File: src/rtl/gsfs_pkg.sv
// gsfs_pkg: shared types and constants of the grid sensor footprint scan
// used by gsfs_ctrl, gsfs_dp and grid_sensor_footprint_scan
`default_nettype none

package gsfs_pkg;

    // default design parameters
    localparam int MAX_RADIUS_DEF = 3;
    localparam int COORD_BITS_DEF = 12;

    // fixed field widths
    localparam int FIELD_BITS = 12;
    localparam int CFG_BITS   = 13;
    localparam int RAD_BITS   = 6;
    localparam int MODE_BITS  = 2;

    // configuration register indexes
    typedef enum logic [1:0] {
        REG_GRID_WIDTH  = 2'd0,
        REG_GRID_HEIGHT = 2'd1,
        REG_RADIUS      = 2'd2,
        REG_MODE        = 2'd3
    } cfg_reg_t;

    // distance metric codes
    localparam logic [MODE_BITS-1:0] MODE_CHEBYSHEV = 2'd0;
    localparam logic [MODE_BITS-1:0] MODE_MANHATTAN = 2'd1;
    localparam logic [MODE_BITS-1:0] MODE_EUCLIDEAN = 2'd2;

    // reset values of the configuration registers
    localparam logic [CFG_BITS-1:0]  GRID_WIDTH_RST  = 13'd4096;
    localparam logic [CFG_BITS-1:0]  GRID_HEIGHT_RST = 13'd4096;
    localparam logic [RAD_BITS-1:0]  RADIUS_RST      = 6'd16;
    localparam logic [MODE_BITS-1:0] MODE_RST        = MODE_EUCLIDEAN;

    // controller states
    typedef enum logic [1:0] {
        ST_IDLE,
        ST_SCAN,
        ST_FLUSH
    } state_t;

    // controller to datapath commands
    typedef struct packed {
        logic load;        // latch center, set up window
        logic step;        // advance to the next offset
        logic capture;     // hold current cell as pending result
        logic emit_pend;   // push pending cell to output, not last
        logic emit_final;  // push pending cell as last, or empty item
    } cmd_t;

    // datapath to controller status
    typedef struct packed {
        logic keep;        // current offset is a visible cell
        logic scan_end;    // current offset is the last of the window
        logic slot_free;   // output register can take an item
        logic have_pend;   // a pending result is held
    } status_t;

endpackage

`default_nettype wire

File: src/rtl/gsfs_ctrl.sv
// gsfs_ctrl: scan controller of the grid sensor footprint scan
// depends on gsfs_pkg (state_t, cmd_t, status_t)
`default_nettype none

module gsfs_ctrl (
    input  wire logic             aclk,
    input  wire logic             aresetn,
    input  wire logic             in_valid,
    output logic                  in_ready,
    input  wire gsfs_pkg::status_t status,
    output gsfs_pkg::cmd_t        cmd
);
    import gsfs_pkg::*;

    state_t state_reg;
    state_t state_next;

    // state register
    always_ff @(posedge aclk) begin
        if (!aresetn) begin
            state_reg <= ST_IDLE;
        end else begin
            state_reg <= state_next;
        end
    end

    // next state
    always_comb begin
        state_next = state_reg;
        case (state_reg)
            ST_IDLE: begin
                if (in_valid) begin
                    state_next = ST_SCAN;
                end
            end
            ST_SCAN: begin
                if (status.scan_end &&
                    (!status.keep || !status.have_pend || status.slot_free)) begin
                    state_next = ST_FLUSH;
                end
            end
            ST_FLUSH: begin
                if (status.slot_free) begin
                    state_next = ST_IDLE;
                end
            end
            default: state_next = ST_IDLE;
        endcase
    end

    // outputs
    always_comb begin
        cmd      = '0;
        in_ready = 1'b0;
        case (state_reg)
            ST_IDLE: begin
                in_ready = 1'b1;
                cmd.load = in_valid;
            end
            ST_SCAN: begin
                if (!status.keep) begin
                    cmd.step = 1'b1;
                end else if (!status.have_pend) begin
                    cmd.capture = 1'b1;
                    cmd.step    = 1'b1;
                end else if (status.slot_free) begin
                    cmd.emit_pend = 1'b1;
                    cmd.capture   = 1'b1;
                    cmd.step      = 1'b1;
                end
            end
            ST_FLUSH: begin
                cmd.emit_final = status.slot_free;
            end
            default: begin
                cmd = '0;
            end
        endcase
    end

endmodule

`default_nettype wire

File: src/rtl/gsfs_dp.sv
// gsfs_dp: datapath of the grid sensor footprint scan (offset counters,
// bounds and distance test, pending cell, output register); uses gsfs_pkg
`default_nettype none

module gsfs_dp #(
    parameter int MAX_RADIUS = gsfs_pkg::MAX_RADIUS_DEF,
    parameter int COORD_BITS = gsfs_pkg::COORD_BITS_DEF
) (
    input  wire logic                             aclk,
    input  wire logic                             aresetn,
    input  wire gsfs_pkg::cmd_t                   cmd,
    output gsfs_pkg::status_t                     status,
    input  wire logic [gsfs_pkg::FIELD_BITS-1:0]  center_x,
    input  wire logic [gsfs_pkg::FIELD_BITS-1:0]  center_y,
    input  wire logic [gsfs_pkg::CFG_BITS-1:0]    grid_width,
    input  wire logic [gsfs_pkg::CFG_BITS-1:0]    grid_height,
    input  wire logic [gsfs_pkg::RAD_BITS-1:0]    radius_sixteenths,
    input  wire logic [gsfs_pkg::MODE_BITS-1:0]   distance_mode,
    input  wire logic                             out_ready,
    output logic                                  out_valid,
    output logic [gsfs_pkg::FIELD_BITS-1:0]       cell_x,
    output logic [gsfs_pkg::FIELD_BITS-1:0]       cell_y,
    output logic                                  empty_res,
    output logic                                  last
);
    import gsfs_pkg::*;

    localparam int OW = $clog2(MAX_RADIUS + 1) + 1;
    localparam int PW = ((COORD_BITS > CFG_BITS) ? COORD_BITS : CFG_BITS) + 2;
    localparam int DW = OW + 2 * RAD_BITS;
    localparam logic [PW-1:0] SPAN  = PW'(1) << COORD_BITS;
    localparam logic [PW-1:0] CMASK = SPAN - PW'(1);

    // scan state
    logic        [PW-1:0]         cx_reg, cy_reg;
    logic signed [OW-1:0]         half_reg, dx_reg, dy_reg;
    logic        [FIELD_BITS-1:0] pend_x_reg, pend_y_reg;
    logic                         pend_valid_reg;

    // output register
    logic                  out_valid_reg;
    logic [FIELD_BITS-1:0] out_x_reg, out_y_reg;
    logic                  out_empty_reg, out_last_reg;

    logic [RAD_BITS:0]            half_raw;
    logic signed [OW-1:0]         half_sat;
    logic signed [PW-1:0]         px, py;
    logic        [PW-1:0]         pxu, pyu, wc, hc;
    logic                         on_grid;
    logic        [OW-1:0]         ax, ay, amax;
    logic        [DW-1:0]         d_cheb, d_manh, d_sq, r_lin, r_sq;
    logic                         dist_ok;
    logic                         slot_free;
    logic                         emit;

    // window half-size: ceil(radius / 16) saturated at the window limit
    always_comb begin
        half_raw = ({1'b0, radius_sixteenths} + (RAD_BITS + 1)'(15)) >> 4;
        if (half_raw > (RAD_BITS + 1)'(MAX_RADIUS)) begin
            half_sat = OW'(MAX_RADIUS);
        end else begin
            half_sat = OW'(half_raw);
        end
    end

    // candidate cell and grid bounds, extents clipped to the coordinate span
    always_comb begin
        px  = $signed(cx_reg) + PW'(dx_reg);
        py  = $signed(cy_reg) + PW'(dy_reg);
        pxu = px;
        pyu = py;
        wc  = (PW'(grid_width) > SPAN) ? SPAN : PW'(grid_width);
        hc  = (PW'(grid_height) > SPAN) ? SPAN : PW'(grid_height);
        on_grid = !px[PW-1] && !py[PW-1] && (pxu < wc) && (pyu < hc);
    end

    // distance test in sixteenths
    always_comb begin
        ax     = dx_reg[OW-1] ? OW'(-dx_reg) : OW'(dx_reg);
        ay     = dy_reg[OW-1] ? OW'(-dy_reg) : OW'(dy_reg);
        amax   = (ax > ay) ? ax : ay;
        d_cheb = DW'(amax) << 4;
        d_manh = (DW'(ax) + DW'(ay)) << 4;
        d_sq   = (DW'(ax) * DW'(ax) + DW'(ay) * DW'(ay)) << 8;
        r_lin  = DW'(radius_sixteenths);
        r_sq   = DW'(radius_sixteenths) * DW'(radius_sixteenths);
        case (distance_mode)
            MODE_CHEBYSHEV: dist_ok = (d_cheb <= r_lin);
            MODE_MANHATTAN: dist_ok = (d_manh <= r_lin);
            default:        dist_ok = (d_sq <= r_sq);
        endcase
    end

    assign slot_free = !out_valid_reg || out_ready;
    assign emit      = cmd.emit_pend || cmd.emit_final;

    // status to the controller
    always_comb begin
        status.keep      = on_grid && dist_ok;
        status.scan_end  = (dx_reg == half_reg) && (dy_reg == half_reg);
        status.slot_free = slot_free;
        status.have_pend = pend_valid_reg;
    end

    // control flags
    always_ff @(posedge aclk) begin
        if (!aresetn) begin
            pend_valid_reg <= 1'b0;
            out_valid_reg  <= 1'b0;
        end else begin
            if (cmd.load || cmd.emit_final) begin
                pend_valid_reg <= 1'b0;
            end else if (cmd.capture) begin
                pend_valid_reg <= 1'b1;
            end
            if (emit) begin
                out_valid_reg <= 1'b1;
            end else if (out_ready) begin
                out_valid_reg <= 1'b0;
            end
        end
    end

    // center, offsets and window size
    always_ff @(posedge aclk) begin
        if (cmd.load) begin
            cx_reg   <= PW'(center_x) & CMASK;
            cy_reg   <= PW'(center_y) & CMASK;
            half_reg <= half_sat;
            dx_reg   <= -half_sat;
            dy_reg   <= -half_sat;
        end else if (cmd.step) begin
            if (dx_reg == half_reg) begin
                dx_reg <= -half_reg;
                dy_reg <= dy_reg + OW'(1);
            end else begin
                dx_reg <= dx_reg + OW'(1);
            end
        end
    end

    // pending cell and output payload
    always_ff @(posedge aclk) begin
        if (cmd.capture) begin
            pend_x_reg <= pxu[FIELD_BITS-1:0];
            pend_y_reg <= pyu[FIELD_BITS-1:0];
        end
        if (cmd.emit_pend) begin
            out_x_reg     <= pend_x_reg;
            out_y_reg     <= pend_y_reg;
            out_empty_reg <= 1'b0;
            out_last_reg  <= 1'b0;
        end else if (cmd.emit_final) begin
            out_x_reg     <= pend_valid_reg ? pend_x_reg : '0;
            out_y_reg     <= pend_valid_reg ? pend_y_reg : '0;
            out_empty_reg <= !pend_valid_reg;
            out_last_reg  <= 1'b1;
        end
    end

    assign out_valid = out_valid_reg;
    assign cell_x    = out_x_reg;
    assign cell_y    = out_y_reg;
    assign empty_res = out_empty_reg;
    assign last      = out_last_reg;

endmodule

`default_nettype wire

File: src/rtl/grid_sensor_footprint_scan.sv
// grid_sensor_footprint_scan: top level, configuration registers and stream ports
// depends on gsfs_pkg, gsfs_ctrl and gsfs_dp
// the window holds (2r+1)^2 candidate cells, r = window half-size; results leave through an output register
// one item at a time: a new item is taken only once the previous scan has flushed its final result,
//   and the offset scan tests one candidate cell per cycle while the output register is not stalled
// reset: synchronous active-low aresetn; registers return to 4096, 4096, 16, Euclidean
`default_nettype none

module grid_sensor_footprint_scan #(
    parameter int MAX_RADIUS = gsfs_pkg::MAX_RADIUS_DEF,
    parameter int COORD_BITS = gsfs_pkg::COORD_BITS_DEF
) (
    input  wire logic                            aclk,
    input  wire logic                            aresetn,
    // configuration write channel
    input  wire logic                            cfg_valid,
    output logic                                 cfg_ready,
    input  wire logic [1:0]                      cfg_index,
    input  wire logic [gsfs_pkg::CFG_BITS-1:0]   cfg_data,
    // input items
    input  wire logic                            s_tvalid,
    output logic                                 s_tready,
    input  wire logic [2*gsfs_pkg::FIELD_BITS-1:0] s_tdata,  // center_x, center_y
    // result items
    output logic                                 m_tvalid,
    input  wire logic                            m_tready,
    output logic [2*gsfs_pkg::FIELD_BITS-1:0]    m_tdata,    // cell_x, cell_y
    output logic                                 m_tuser,    // empty_res
    output logic                                 m_tlast
);
    import gsfs_pkg::*;

    logic [CFG_BITS-1:0]   grid_width_reg, grid_height_reg;
    logic [RAD_BITS-1:0]   radius_reg;
    logic [MODE_BITS-1:0]  mode_reg;
    cmd_t                  cmd;
    status_t               status;
    logic [FIELD_BITS-1:0] cell_x, cell_y;

    assign cfg_ready = 1'b1;

    // configuration registers
    always_ff @(posedge aclk) begin
        if (!aresetn) begin
            grid_width_reg  <= GRID_WIDTH_RST;
            grid_height_reg <= GRID_HEIGHT_RST;
            radius_reg      <= RADIUS_RST;
            mode_reg        <= MODE_RST;
        end else if (cfg_valid) begin
            case (cfg_reg_t'(cfg_index))
                REG_GRID_WIDTH:  grid_width_reg  <= cfg_data;
                REG_GRID_HEIGHT: grid_height_reg <= cfg_data;
                REG_RADIUS:      radius_reg      <= cfg_data[RAD_BITS-1:0];
                REG_MODE:        mode_reg        <= cfg_data[MODE_BITS-1:0];
                default: ;
            endcase
        end
    end

    // scan controller
    gsfs_ctrl u_ctrl (
        .aclk     (aclk),
        .aresetn  (aresetn),
        .in_valid (s_tvalid),
        .in_ready (s_tready),
        .status   (status),
        .cmd      (cmd)
    );

    // datapath
    gsfs_dp #(
        .MAX_RADIUS (MAX_RADIUS),
        .COORD_BITS (COORD_BITS)
    ) u_dp (
        .aclk              (aclk),
        .aresetn           (aresetn),
        .cmd               (cmd),
        .status            (status),
        .center_x          (s_tdata[FIELD_BITS-1:0]),
        .center_y          (s_tdata[2*FIELD_BITS-1:FIELD_BITS]),
        .grid_width        (grid_width_reg),
        .grid_height       (grid_height_reg),
        .radius_sixteenths (radius_reg),
        .distance_mode     (mode_reg),
        .out_ready         (m_tready),
        .out_valid         (m_tvalid),
        .cell_x            (cell_x),
        .cell_y            (cell_y),
        .empty_res         (m_tuser),
        .last              (m_tlast)
    );

    assign m_tdata = {cell_y, cell_x};

    // an empty item is the only and final one, with zero coordinates
    a_empty_last: assert property (@(posedge aclk) disable iff (!aresetn)
        m_tvalid && m_tuser |-> m_tlast && (m_tdata == '0))
        else $error("empty item not last or not zero");

    // a reported cell lies inside the grid width
    a_in_grid: assert property (@(posedge aclk) disable iff (!aresetn)
        m_tvalid && !m_tuser |->
            (CFG_BITS'(m_tdata[FIELD_BITS-1:0]) < grid_width_reg))
        else $error("reported cell outside grid");

    // a taken item starts a scan, so no item is taken in the next cycle
    a_one_at_a_time: assert property (@(posedge aclk) disable iff (!aresetn)
        s_tvalid && s_tready |=> !s_tready)
        else $error("input taken during a scan");

endmodule

`default_nettype wire
File: config.mk
export PLATFORM = sky130hd
export DESIGN_NAME = grid_sensor_footprint_scan
export DESIGN_NICKNAME = d
export VERILOG_FILES = /design/src/rtl/gsfs_pkg.sv /design/src/rtl/gsfs_ctrl.sv /design/src/rtl/gsfs_dp.sv /design/src/rtl/grid_sensor_footprint_scan.sv
export SDC_FILE = /design/constraint.sdc
export NUM_CORES = 1
export LEC_CHECK = 0
export ABC_AREA = 1
export BUFFER_PORTS_ARGS = -buffer_cell sky130_fd_sc_hd__buf_2
export CORE_ASPECT_RATIO = 1.25
export CORE_UTILIZATION = 50
export DETAILED_ROUTE_END_ITERATION = 10
export GPL_ROUTABILITY_DRIVEN = 0
export PLACE_DENSITY = 0.74
export REMOVE_ABC_BUFFERS = 1
export SLEW_MARGIN = 20
export SYNTH_ARGS = -nofsm -noshare
export SYNTH_HDL_FRONTEND = slang
export SYNTH_SLANG_ARGS = --single-unit
File: constraint.sdc
create_clock -name aclk -period 6.15 [get_ports aclk]
set_input_delay 0.615 -clock aclk [delete_from_list [all_inputs] [get_ports aclk]]
set_output_delay 0.615 -clock aclk [all_outputs]
set_load 0.005 [all_outputs]
; Word-level counts from Yosys, hierarchy flattened
; Cells that the tools add are included.
[op_classes]
reduce_logical = 30
mux = 34
n_eq_ne = 11
bitwise_logic = 1
n_div = 0
add_sub_neg = 11
magnitude_cmp = 9
n_mul = 3
shifts = 0
[ops]
columns = op, count
row1 = $mux W12, 6
row2 = $mux W3, 12
row3 = $lt A15 B15 Y1, 2
row4 = $add A13 B3 Y14, 2
row5 = $gt A13 B13 Y1 const B, 2
row6 = $mux W13, 2
row7 = $le A15 B12 Y1, 1
row8 = $le A15 B6 Y1, 1
row9 = $mul A3 B3 Y6, 2
row10 = $mul A6 B6 Y12, 1
row11 = $neg A3 Y3, 4
row12 = $mux W2, 5
row13 = $reduce_and A2 Y1, 5
row14 = $reduce_bool A2 Y1, 4
row15 = $add A6 B4 Y7 const B, 1
row16 = $add A6 B6 Y7, 1
row17 = $le A7 B6 Y1, 1
row18 = $mux W1, 7
row19 = $add A3 B2 Y3 const B, 2
row20 = $eq A2 B1 Y1 const B, 3
row21 = $eq A2 B2 Y1 const B, 3
row22 = $eq A3 B3 Y1, 2
row23 = $logic_and A1 B1 Y1, 6
row24 = $logic_not A2 Y1, 3
row25 = 12 further kinds, 21
[word_totals]
mem_bits_rw = 0
mem_count = 0
out_inout_bits = 29
latchBits = 0
romBits = 0
ff_bits = 121

; Depth between registers and ports, before layout
[depth]
word_depth = 13
depth_mapped = 35
ltp_nobuf = 34

; Modules after synthesis
; A second synthesis with hierarchy kept.
[hier_totals]
hier_cells = 987
area_unflattened_um2 = 8054.0
[by_module_without_submodules]
columns = mod, area_each_um2, instances, cells_each, seq_area_each_um2
row1 = gsfs_dp, 6429.9, 1, 741, 2512.4
row2 = grid_sensor_footprint_scan, 1473.9, 1, 217, 680.7
row3 = gsfs_ctrl, 150.1, 1, 29, 40.0

; Worst setup path before layout
; Ideal clock, no wire load.
[synth_timing]
path_type = register to register
start = register radius_reg[4]
end = register u_dp.pend_x_reg[0], enable pin
path_slack_ns = 0.426
n_path_buf = 1
setup_ns = 0.403
arrival_ns = 5.321
t_required_ns = 5.747
stages_incl_launch_ff = 33
period_less_slack_ns = 5.724
cell_sequence = dfxtp_1 -> clkbuf_1 -> nand2_1 -> inv_1 -> fa_1 -> inv_1 -> fa_1 -> fa_1 -> inv_1 -> ha_1 -> a21oi_1 -> nand2_1 -> nand2_1 -> nand2_1 -> a21oi_1 -> nor2_1 -> nor2_1 -> nor2_1 -> nor2_1 -> xnor2_1 -> ha_1 -> nand2_1 -> nor3_1 -> nand2_1 -> nor2_1 -> nand3_1 -> nand2_1 -> nand2_1 -> nand2_1 -> nand3_1 -> nor2_2 -> nand2_1 -> nor3_2
[synth_rtl]
columns = element, line
row1 = from (decl), grid_sensor_footprint_scan.sv:34  ; logic [RAD_BITS-1:0] radius_reg;
row2 = from (signal assigned), grid_sensor_footprint_scan.sv:53  ; REG_RADIUS: radius_reg <= cfg_data[RAD_BITS-1:0];
row3 = to (signal assigned), gsfs_dp.sv:145  ; pend_x_reg <= pxu[FIELD_BITS-1:0];
row4 = to (decl), gsfs_dp.sv:37  ; logic [FIELD_BITS-1:0] pend_x_reg, pend_y_reg;

==> reports/qor.yml <==
row_count: 50
rsz0062_at_grt: "no"
port_buffers: 71
cp-end-kind: "register"
synth.avg_cell_area_um2: 8.57
final_util: 0.590
grt_remaining_overflow: 0
yosysSeqAreaShare: 0.418
track_usage: 0.206
finalSetupTns_ns: 0
antenna_found_initial: 0
synth_xor_area_frac: 0.0408
die_area_um2: 16000
cp_slowest_cell: "fa_1"
drive_gt1_frac: 0.122
cp_max_fo: 25
die_x_um: 113
async_reset_ff_frac: 0
ctsHoldBuffers: 0
p_leak_nw: 4.42
vias: 5989
fillers: 1320
grt_pass1_vias: 5636
cpPeakStageDelay_ns: 0.55
ys_ff_latch: 121
worstSetupPathType: "register to register"
power_density_nw_per_um2: 341
setup_viol: 0
hold_path.class: "input pin to register"
ys.flop_type: "edfxtp_1"
max_freq_mhz: 183
grt.busiest_layer: "met2"
arrival_ns: 5.54
post_synth_num_cell_types: 43
critical_path.top_delay_family: "adder cells"
met2_usage: 0.369
crit_top_cell: "nand2_1"
synth-simple-area-share: 0.185
met1_usage: 0.237
worstPathRequired_ns: 6.23
synth_top_family_by_area: "simple AND/OR/NAND/NOR gates"
cts_setup_buffers: 0
post-route-drc-count: 0
numCtsBuffers: 17
hold_violations: 0
antenna_left: 0
wl_mm: 15.9
avgViaCountPerCell: 4.99
synthCells: 903
syn2layout_area_growth_pct: 15.0
clkSinkCount: 121
die_y_um: 141
clock_latency_ns: 0.42
clk_pin_slew_ns: 0.06
synth_fa_ha_area_frac: 0.179
htreeDepth: 4
ir_worst_vdd_v: 0.000194
dp_slack_ns: 0.711
ys_warn_count: 0
outcome: "finished, final reports clean"
grt_pass1_wl_mm: 25.6
start_util: 0.513
grt_max_degree: 37
period_share: 0.887
skew_ns: 0.00807
slew_violations: 0
clock_path_buffers: 2
ctsRootBufferMaster: "clkbuf_16"
drtIter0Drc: 418
final_cell_mix: "nand2_1 (192), inv_1 (139), nor2_1 (101), ha_1 (90), edfxtp_1 (81)"
start_kind: "register"
maxSlewHeadroom: 0.408
synth_compound_area_frac: 0.0973
coreArea_um2: 15100
hpwl_mm: 12.3
routedWlPerCell_um: 13.2
fin_ws_ns: 0.696
nets: 1126
synth_edf_count: 81
io_pins: 73
max-cap-violations: 0
cts_tree: "yes"
cp_num_buf_inv: 4
use_met3: 0.0408
netlist_area_um2: 7740
worstMarginPinSlew_ns: 0.886
synth_mux_area_frac: 0
final_common_cell: "nand2_1"
period_needed_ns: 5.45
n_antenna_cell: 0
ctsResizeCount: 0
firstDrtPassIters: 5
-- worst register-to-register path, delay by kind of cell, from the launching register on --
family          cells  cell delay [ns]
compound gates      2             0.38
simple gates       20             1.64
fa+ha+maj           5             2.12
xor+xnor            1             0.08
flops               1             0.37
buf+inv             4             0.51
-- final timing paths --
| path | depth (start not counted) | slack, ns | end | from |
|---|---|---|---|---|
| worst max-delay path | 32 | 0.70 | u_dp.pend_x_reg[2] | radius_reg[0] |
| worst min-delay path | 1 | 0.37 | u_dp.cx_reg[4] | s_tdata[4] |
| worst max register to register | 32 | 0.70 | u_dp.pend_x_reg[2] | radius_reg[0] |
| worst min register to register | 2 | 0.49 | grid_width_reg[8] | grid_width_reg[8] |
-- through the flow --
stage,area [um2],total power [W],hold WS [ns],instances
after detailed placement,8310,0.00204,0.484,1168
final,8900,0.00303,0.370,1199
after global routing,8900,0.00324,0.355,1199
after CTS,8900,0.00305,0.359,1199
after global placement,8310,0.00201,0.479,1168
after floorplan,7650,0.00178,0.443,884
-- logic make-up after synthesis --
group	Yosys count
adders and majority gates	103
DFF	121
AOI/OAI and AO/OA	135
and+or+nand+nor	347
other	2
xor gates and xnor gates	36
buffers and inverters	159
-- routing by layer --
layer,up-vias,part of all wire
met2,141,0.51
li1,3096,-
met5,-,0
met4,0,0.027
met1,2717,0.42
met3,35,0.040
-- power by group --
group | switching [W] | internal, W | leakage [nW]
clock | 0.000338 | 0.000668 | 0.286
sequential | 0.0000581 | 0.000948 | 1.12
combinational | 0.000615 | 0.000409 | 3.01
-- cell type report --
cell class,instances,area [um2],share of cell area
flip-flops and latches,121,3230,0.363
clock inverters,11,154,0.0173
clock buffers,20,437,0.0491
repair buffers,76,393,0.0441
well taps,208,260,0.0292
multi-input cells,623,3900,0.438
inverters,140,526,0.0590
-- Yosys cell counts, types with 5 or more instances --
cell	n	area [um2]
ha_1	90	1130
xor2_1	24	210
clkbuf_1	14	52.6
xnor2_1	12	105
nand3_1	18	90.1
nor3_1	8	40.0
nand2_1	192	721
inv_1	139	522
fa_1	13	260
o21bai_1	5	37.5
nand3_2	5	50.1
a21oi_1	48	240
o21ai_0	57	285
nand2_2	5	31.3
edfxtp_1	81	2430
nor2_1	101	379
dfxtp_1	40	801
nand4_1	6	37.5
Power figures use the tool's default switching activity.
